**src/design/arfd_pkg.sv**
```systemverilog
// Shared widths and reset constants for the auto-ranging fan duty core.
package arfd_pkg;

    localparam int TEMP_W        = 14;
    localparam int PERIOD_W      = 10;
    localparam int PROD_W        = TEMP_W + PERIOD_W;
    localparam int CNT_W         = 4;
    localparam int IN_TDATA_W    = 16;
    localparam int OUT_TDATA_W   = 64;
    localparam int WINDOW_DEFAULT = 5;

    localparam logic [PERIOD_W-1:0] PERIOD_RESET = PERIOD_W'(100);
    localparam logic [TEMP_W-1:0]   TEMP_MAX     = {TEMP_W{1'b1}};

endpackage

```
**src/design/auto_ranging_fan_duty_core.sv**
```systemverilog
// Auto-ranging fan duty core: windowed average, learned range, serial duty math.
//
//  channel  | direction | signals                              | payload
//  ---------+-----------+--------------------------------------+-------------------------------
//  s        | in        | i_s_tvalid o_s_tready i_s_tdata      | temp_sample
//  m        | out       | o_m_tvalid i_m_tready o_m_tdata      | on, off, average, low, high
//  cfg      | in        | i_cfg_valid o_cfg_ready i_cfg_data   | period_steps
//
// One request runs from accept until the result register loads, through
// a bit-serial quotient for the average, a shift-add product and a
// bit-serial quotient for the on time, each one bit per cycle.
// The next request is taken in the cycle after the load, even while
// the result still waits on i_m_tready; a finished request waits if the last one is unread.
// Reset (synchronous, active low) empties the window, forgets the range, sets period 100.
module auto_ranging_fan_duty_core #(
    parameter int WINDOW_LENGTH = arfd_pkg::WINDOW_DEFAULT
) (
    input  logic                               i_clk,
    input  logic                               i_rst_n,
    // temp_sample [13:0], zeros [15:14]
    input  logic [arfd_pkg::IN_TDATA_W-1:0]    i_s_tdata,
    input  logic                               i_s_tvalid,
    output logic                               o_s_tready,
    // on_time [9:0], off_time [19:10], average_temp [33:20], low_mark [47:34],
    // high_mark [61:48], zeros [63:62]
    output logic [arfd_pkg::OUT_TDATA_W-1:0]   o_m_tdata,
    output logic                               o_m_tvalid,
    input  logic                               i_m_tready,
    input  logic [arfd_pkg::PERIOD_W-1:0]      i_cfg_data,
    input  logic                               i_cfg_valid,
    output logic                               o_cfg_ready
);
    import arfd_pkg::*;

    localparam int AREM_W = $clog2(WINDOW_LENGTH) + 1;
    localparam int SUM_W  = TEMP_W + AREM_W;
    localparam int SLOT_W = (WINDOW_LENGTH > 1) ? $clog2(WINDOW_LENGTH) : 1;

    typedef enum logic [2:0] {
        ST_IDLE,
        ST_AVG,
        ST_MARK,
        ST_MUL,
        ST_DIV,
        ST_FIN
    } t_state;

    t_state                r_state, n_state;
    logic [CNT_W-1:0]      r_cnt, n_cnt;
    logic [SLOT_W-1:0]     r_slot, n_slot;
    logic                  r_filled, n_filled;
    logic                  r_known, n_known;
    logic                  r_out_valid, n_out_valid;
    logic [PERIOD_W-1:0]   r_period, n_period;

    logic [TEMP_W-1:0]     r_ring [WINDOW_LENGTH];
    logic [SUM_W-1:0]      r_sum, n_sum;
    logic [AREM_W-1:0]     r_arem, n_arem;
    logic [TEMP_W-1:0]     r_avg_sh, n_avg_sh;
    logic [TEMP_W-1:0]     r_low, n_low;
    logic [TEMP_W-1:0]     r_high, n_high;
    logic [TEMP_W-1:0]     r_mcand, n_mcand;
    logic [TEMP_W-1:0]     r_span, n_span;
    logic [PERIOD_W-1:0]   r_mplier, n_mplier;
    logic [PERIOD_W-1:0]   r_mper, n_mper;
    logic [PROD_W-1:0]     r_prod, n_prod;
    logic [TEMP_W-1:0]     r_drem, n_drem;
    logic [PERIOD_W-1:0]   r_dq, n_dq;
    logic [PERIOD_W-1:0]   r_on, n_on;
    logic [PERIOD_W-1:0]   r_off, n_off;
    logic [TEMP_W-1:0]     r_oavg, n_oavg;
    logic [TEMP_W-1:0]     r_olow, n_olow;
    logic [TEMP_W-1:0]     r_ohigh, n_ohigh;

    logic                  accept;
    logic                  out_load;
    logic [TEMP_W-1:0]     sample;
    logic [TEMP_W-1:0]     oldest;
    logic [AREM_W:0]       a_t;
    logic                  a_ge;
    logic [TEMP_W:0]       d_t;
    logic                  d_ge;
    logic [PROD_W-1:0]     m_sum;
    logic [TEMP_W-1:0]     mk_low, mk_high;
    logic [PERIOD_W-1:0]   fin_on;

    assign o_s_tready  = (r_state == ST_IDLE);
    assign o_cfg_ready = 1'b1;
    assign accept      = o_s_tready && i_s_tvalid;
    assign sample      = i_s_tdata[TEMP_W-1:0];
    assign oldest      = r_ring[r_slot];

    assign a_t  = {r_arem, r_avg_sh[TEMP_W-1]};
    assign a_ge = (a_t >= (AREM_W+1)'(WINDOW_LENGTH));
    assign d_t  = {r_drem, r_dq[PERIOD_W-1]};
    assign d_ge = (d_t >= {1'b0, r_span});
    assign m_sum = {r_prod[PROD_W-2:0], 1'b0}
                 + (r_mplier[PERIOD_W-1] ? PROD_W'(r_mcand) : PROD_W'(0));

    // first average seeds the range, later ones only widen it
    always_comb begin
        if (!r_known) begin
            mk_low  = r_avg_sh;
            mk_high = (r_avg_sh < TEMP_MAX) ? r_avg_sh + TEMP_W'(1) : TEMP_MAX;
        end else begin
            mk_low  = (r_avg_sh < r_low)  ? r_avg_sh : r_low;
            mk_high = (r_avg_sh > r_high) ? r_avg_sh : r_high;
        end
    end

    assign fin_on   = (r_span == '0) ? '0 : r_dq;
    assign out_load = (r_state == ST_FIN) && (!r_out_valid || i_m_tready);

    always_comb begin
        n_state     = r_state;
        n_cnt       = r_cnt;
        n_slot      = r_slot;
        n_filled    = r_filled;
        n_known     = r_known;
        n_period    = (i_cfg_valid && o_cfg_ready) ? i_cfg_data : r_period;
        n_sum       = r_sum;
        n_arem      = r_arem;
        n_avg_sh    = r_avg_sh;
        n_low       = r_low;
        n_high      = r_high;
        n_mcand     = r_mcand;
        n_span      = r_span;
        n_mplier    = r_mplier;
        n_mper      = r_mper;
        n_prod      = r_prod;
        n_drem      = r_drem;
        n_dq        = r_dq;
        n_on        = r_on;
        n_off       = r_off;
        n_oavg      = r_oavg;
        n_olow      = r_olow;
        n_ohigh     = r_ohigh;
        n_out_valid = out_load ? 1'b1 : (i_m_tready ? 1'b0 : r_out_valid);

        unique case (r_state)
            ST_IDLE: begin
                if (accept) begin
                    if (r_filled) begin
                        n_sum = r_sum - SUM_W'(oldest) + SUM_W'(sample);
                    end else begin
                        n_sum = SUM_W'(sample) * SUM_W'(WINDOW_LENGTH);
                    end
                    n_filled = 1'b1;
                    n_slot   = (r_slot == SLOT_W'(WINDOW_LENGTH - 1)) ? '0
                                                                      : r_slot + SLOT_W'(1);
                    n_arem   = n_sum[SUM_W-1:TEMP_W];
                    n_avg_sh = n_sum[TEMP_W-1:0];
                    n_cnt    = '0;
                    n_state  = ST_AVG;
                end
            end
            ST_AVG: begin
                // restoring division by the window length, quotient shifts in low
                n_arem   = a_ge ? AREM_W'(a_t - (AREM_W+1)'(WINDOW_LENGTH)) : a_t[AREM_W-1:0];
                n_avg_sh = {r_avg_sh[TEMP_W-2:0], a_ge};
                n_cnt    = r_cnt + CNT_W'(1);
                if (r_cnt == CNT_W'(TEMP_W - 1)) begin
                    n_state = ST_MARK;
                end
            end
            ST_MARK: begin
                n_known  = 1'b1;
                n_low    = mk_low;
                n_high   = mk_high;
                n_mcand  = r_avg_sh - mk_low;
                n_span   = mk_high - mk_low;
                n_mplier = r_period;
                n_mper   = r_period;
                n_prod   = '0;
                n_cnt    = '0;
                n_state  = ST_MUL;
            end
            ST_MUL: begin
                n_prod   = m_sum;
                n_mplier = {r_mplier[PERIOD_W-2:0], 1'b0};
                n_cnt    = r_cnt + CNT_W'(1);
                if (r_cnt == CNT_W'(PERIOD_W - 1)) begin
                    // top bits are already below the span, so the quotient fits PERIOD_W
                    n_drem  = m_sum[PROD_W-1:PERIOD_W];
                    n_dq    = m_sum[PERIOD_W-1:0];
                    n_cnt   = '0;
                    n_state = ST_DIV;
                end
            end
            ST_DIV: begin
                n_drem = d_ge ? TEMP_W'(d_t - {1'b0, r_span}) : d_t[TEMP_W-1:0];
                n_dq   = {r_dq[PERIOD_W-2:0], d_ge};
                n_cnt  = r_cnt + CNT_W'(1);
                if (r_cnt == CNT_W'(PERIOD_W - 1)) begin
                    n_state = ST_FIN;
                end
            end
            ST_FIN: begin
                if (out_load) begin
                    n_on    = fin_on;
                    n_off   = r_mper - fin_on;
                    n_oavg  = r_avg_sh;
                    n_olow  = r_low;
                    n_ohigh = r_high;
                    n_state = ST_IDLE;
                end
            end
            default: begin
                n_state = ST_IDLE;
            end
        endcase
    end

    always_ff @(posedge i_clk) begin
        if (!i_rst_n) begin
            r_state     <= ST_IDLE;
            r_cnt       <= '0;
            r_slot      <= '0;
            r_filled    <= 1'b0;
            r_known     <= 1'b0;
            r_out_valid <= 1'b0;
            r_period    <= PERIOD_RESET;
        end else begin
            r_state     <= n_state;
            r_cnt       <= n_cnt;
            r_slot      <= n_slot;
            r_filled    <= n_filled;
            r_known     <= n_known;
            r_out_valid <= n_out_valid;
            r_period    <= n_period;
        end
        // first sample fills the whole window
        for (int i = 0; i < WINDOW_LENGTH; i++) begin
            if (accept && (!r_filled || (r_slot == SLOT_W'(i)))) begin
                r_ring[i] <= sample;
            end
        end
        r_sum    <= n_sum;
        r_arem   <= n_arem;
        r_avg_sh <= n_avg_sh;
        r_low    <= n_low;
        r_high   <= n_high;
        r_mcand  <= n_mcand;
        r_span   <= n_span;
        r_mplier <= n_mplier;
        r_mper   <= n_mper;
        r_prod   <= n_prod;
        r_drem   <= n_drem;
        r_dq     <= n_dq;
        r_on     <= n_on;
        r_off    <= n_off;
        r_oavg   <= n_oavg;
        r_olow   <= n_olow;
        r_ohigh  <= n_ohigh;
    end

    assign o_m_tvalid = r_out_valid;
    assign o_m_tdata  = {2'b00, r_ohigh, r_olow, r_oavg, r_off, r_on};

    a_range_ordered: assert property (@(posedge i_clk) disable iff (!i_rst_n)
        r_known |-> (r_high >= r_low))
        else $error("high mark below low mark");

    a_accept_starts_avg: assert property (@(posedge i_clk) disable iff (!i_rst_n)
        (r_state == ST_IDLE && i_s_tvalid) |=> (r_state == ST_AVG))
        else $error("accepted request did not start averaging");

    a_div_count: assert property (@(posedge i_clk) disable iff (!i_rst_n)
        (r_state == ST_DIV || r_state == ST_MUL) |-> (r_cnt < CNT_W'(PERIOD_W)))
        else $error("serial step counter overran");

endmodule

```
**config.mk**
```make
export PLATFORM = sky130hd
export DESIGN_NAME = auto_ranging_fan_duty_core
export DESIGN_NICKNAME = d
export VERILOG_FILES = /design/src/design/arfd_pkg.sv /design/src/design/auto_ranging_fan_duty_core.sv
export SDC_FILE = /design/constraint.sdc
export NUM_CORES = 1
export LEC_CHECK = 0
export BUFFER_PORTS_ARGS = -buffer_cell sky130_fd_sc_hd__clkbuf_2
export CAP_MARGIN = 10
export CORE_UTILIZATION = 58
export CTS_BUF_LIST = sky130_fd_sc_hd__clkbuf_8
export CTS_CLUSTER_SIZE = 8
export DETAILED_ROUTE_END_ITERATION = 8
export GPL_TIMING_DRIVEN = 0
export MAX_ROUTING_LAYER = met4
export PLACE_DENSITY = 0.8
export SLEW_MARGIN = 15
export SYNTH_ARGS = -nofsm -noshare
export SYNTH_HDL_FRONTEND = slang
export SYNTH_SLANG_ARGS = --single-unit
```
**constraint.sdc**
```tcl
create_clock -name i_clk -period 6.4 [get_ports i_clk]
set_input_delay 1.28 -clock i_clk [delete_from_list [all_inputs] [get_ports i_clk]]
set_output_delay 1.28 -clock i_clk [all_outputs]
set_load 0.02 [all_outputs]
```
==> impl_metrics.py <==
metrics = {
    "global_route": {
        "grt_overflow": 0,
        "grt_pass1_wl_um": 65800,
        "globalRouteTotalUtil_pct": 26.5,
        "grt_pass1_vias": 12892,
        "antenna_found_initial": 1,
        "grt_max_degree": 30,
    },
    "placed_design": {
        "port_buffers": 90,
        "place_congestion": 0.931,
        "dp_hpwl_um": 30400,
        "dp_cells": 2108,
    },
    "die": {
        "die_w_um": 180,
        "start_util_pct": 59.3,
        "fp-row-count": 64,
        "core_mm2": 0.0308,
        "design.portCount": 98,
        "dieHeight_um": 180,
        "die_area_mm2": 0.0322,
    },
    "sta": {
        "setup_viol": 0,
        "relSlewSlack_pct": 29.2,
        "period_minus_slack_ps": 5940,
        "finalMaxSlewViolations": 0,
        "post-route-period-util_pct": 92.7,
        "fmax_ghz": 0.168,
        "holdWs_ps": 452,
        "tightest_slew_ps": 1060,
        "hold_viol": 0,
        "rsz0062_at_grt": "false",
        "clock_skew_ps": 38.4,
    },
    "worst_setup_path": {
        "crit_arrival_ps": 6250,
        "setup.worst_path.end_class": "flip-flop",
        "cp-start-kind": "flip-flop",
        "crit_path_max_fanout": 10,
        "worst-setup-path-type": "reg2reg",
        "critical_path_required_ps": 6720,
        "reg2reg_from": "r_avg_sh[9]",
        "critPathLaunch": "r_avg_sh[9]",
    },
    "outcome": {
        "failed_checks": "DRC",
        "status": "finished, violations left",
    },
    "synthesis": {
        "synth_top_cell_by_area": "edfxtp_1",
        "yosysWarnings": 0,
        "synth_area_per_cell_um2": 11.3,
        "postSynthCellCount": 1612,
        "ys_seq_area_share_pct": 50.6,
        "synth-async-reset-ratio_pct": 0,
        "ys.flop_type": "edfxtp_1",
        "netlist_area_mm2": 0.0183,
        "ys_ff_latch": 317,
        "synth.distinct_cells": 86,
        "yosysTopAreaCellShare_pct": 47.8,
        "ys_top_cells_by_area": "edfxtp_1 (48%), ha_1 (9.0%), inv_1 (3.5%)",
        "synth_edf_count": 291,
    },
    "hold_path": {
        "min_from": "r_period[0]",
        "hp-class": "reg2reg",
    },
    "layout": {
        "nets": 1955,
        "fillers": 2287,
        "final_cell_mix": "edfxtp_1 (291), inv_1 (188), nor2_1 (134)",
        "layout_commonest_cell": "edfxtp_1",
        "final_cells": 2206,
        "area_delta_synth_final_pct": 12.1,
        "layout-drive-gt1-share_pct": 15.6,
    },
    "routing": {
        "vias_per_cell": 5.78,
        "routed_wl_um": 40900,
        "drt_pass1_iterations": 7,
        "route.detailed.drc": 8,
        "vias": 12756,
        "drt_iter0_drc": 993,
        "ant_nets": 0,
        "routedWlPerCell_um": 18.5,
    },
    "clock_tree": {
        "cts_max_level": 2,
        "clock_tree.root_cell": "clkbuf_8",
        "clk_latency_ps": 600,
        "clockBufferDepth": 3,
        "clock-sinks": 317,
        "numCtsBuffers": 53,
        "cts_tree": "built",
        "cts.clk_slew.worst_paths_ps": 60,
    },
    "job": {
        "max_cap_violations": 0,
    },
    "power": {
        "powerDensity_mw_per_mm2": 316,
        "ir_drop_uv": 212,
        "leakage_uw": 0.00838,
    },
}
-- worst max-delay path, cell delays in order, from the launching register on --
cell and delay, ps:
edfxtp_1 720, ha_1 360, a21oi_1 150, o21a_1 200, a21boi_1 110, a41o_1 260, nor2_1 400, clkbuf_1 490
nor2_1 110, a21oi_2 310, ha_1 300, nor2b_1 170, o21ai_0 230, a31oi_1 140, maj3_1 410, maj3_1 390
o211ai_1 230, a21oi_1 180, nand4_1 120, nand3b_1 80, a21oi_1 190, xnor2_1 80
-- layer usage --
layer	global-route usage, %	share of wire, %
met4	10.2	3.2
met2	43.8	48
met1	32.9	43
met3	4.23	6.0
met5	-	0
-- state kept, by name (all words and copies together) (netlist names), 10 cells and up, named ones only --
register,cells
r_ring,70
r_prod,23
r_sum,18
r_avg_sh,14
r_drem,14
r_low,14
r_mcand,14
r_oavg,14
r_ohigh,14
r_olow,14
r_span,14
r_high,11
r_dq,10
r_mper,10
r_mplier,10
r_off,10
r_on,10
r_period,10
-- metrics by stage --
| step | TNS, ps | power [uW] | util [%] | area, um^2 | setup WS, ps |
|---|---|---|---|---|---|
| 6_report | 0 | 6470 | 66.5 | 20500 | 464 |
| 3_3_place_gp | -104090 | 4630 | 62.4 | 19200 | -1780 |
| 2_1_floorplan | 0 | 4200 | - | 18300 | 463 |
| 4_1_cts | 0 | 6460 | 66.3 | 20400 | 342 |
| 3_5_place_dp | 0 | 4710 | 63.1 | 19400 | 370 |
| 5_1_grt | 0 | 6820 | 66.5 | 20500 | 38.9 |
-- area by class of cell --
cell class                      instances  area, um^2  area share, %
Antenna cell                            1        2.50         0.0122
Buffer                                 42         189          0.922
Clock buffer                           53         729           3.56
Clock inverter                         39         274           1.34
Inverter                              172         646           3.15
Multi-Input combinational cell       1082        8240           40.2
Sequential cell                       317        9260           45.2
Tap cell                              396         495           2.42
Timing Repair Buffer                  104         656           3.20
-- cell usage after synthesis, types with 4 or more instances --
library cell,n
a211oi_1,8
a21boi_0,10
a21boi_1,5
a21o_1,19
a21oi_1,103
a22oi_1,8
a31oi_1,9
and2_1,24
and3_1,14
buf_2,7
buf_4,4
clkbuf_1,27
dfxtp_1,26
edfxtp_1,291
fa_1,20
ha_1,132
inv_1,171
mux2_2,35
mux2i_1,38
mux4_2,14
nand2_1,115
nand2b_1,14
nand3_1,25
nand4_1,12
nor2_1,135
nor2b_1,26
nor3_1,23
nor4_1,6
o211ai_1,7
o21a_1,10
o21ai_0,52
o21ai_1,11
o21bai_1,11
o31a_1,6
o31ai_1,7
or2_2,8
or3_1,5
xnor2_1,60
xor2_1,40
-- where the power goes --
group          leakage [uW]  total [uW]  switching, uW  internal (uW)
clock              0.000574        1730            798            931
combinational       0.00490        2140           1250            890
sequential          0.00290        2600            119           2480
total               0.00838        6470           2170           4300
-- cell families after synthesis --
kind of cell / count (synthesis) / synth area share (%)
flip-flops: 317 / 50.6
buffers and inverters: 214 / 4.57
adder cells (fa/ha/maj): 155 / 11.4
other: 2 / 0.0411
AND/OR/NAND/NOR: 431 / 11.5
multiplexers: 87 / 5.96
XOR/XNOR: 100 / 4.79
AO/OA/AOI/OAI: 306 / 11.1
-- timing repair --
item,CTS,global route
gates resized for setup,0,2
endpoints found under the setup margin,0,2
hold buffers,0,0
buffers inserted,0,5
-- worst paths after layout --
check           endpoint  slack (ps)  cells past startpoint
max reg2reg  r_mcand[13]         460                     21
min reg2reg    r_mper[0]         450                      0
max          r_mcand[13]         460                     21
min            r_mper[0]         450                      0
(Power assumes the default switching activity.)
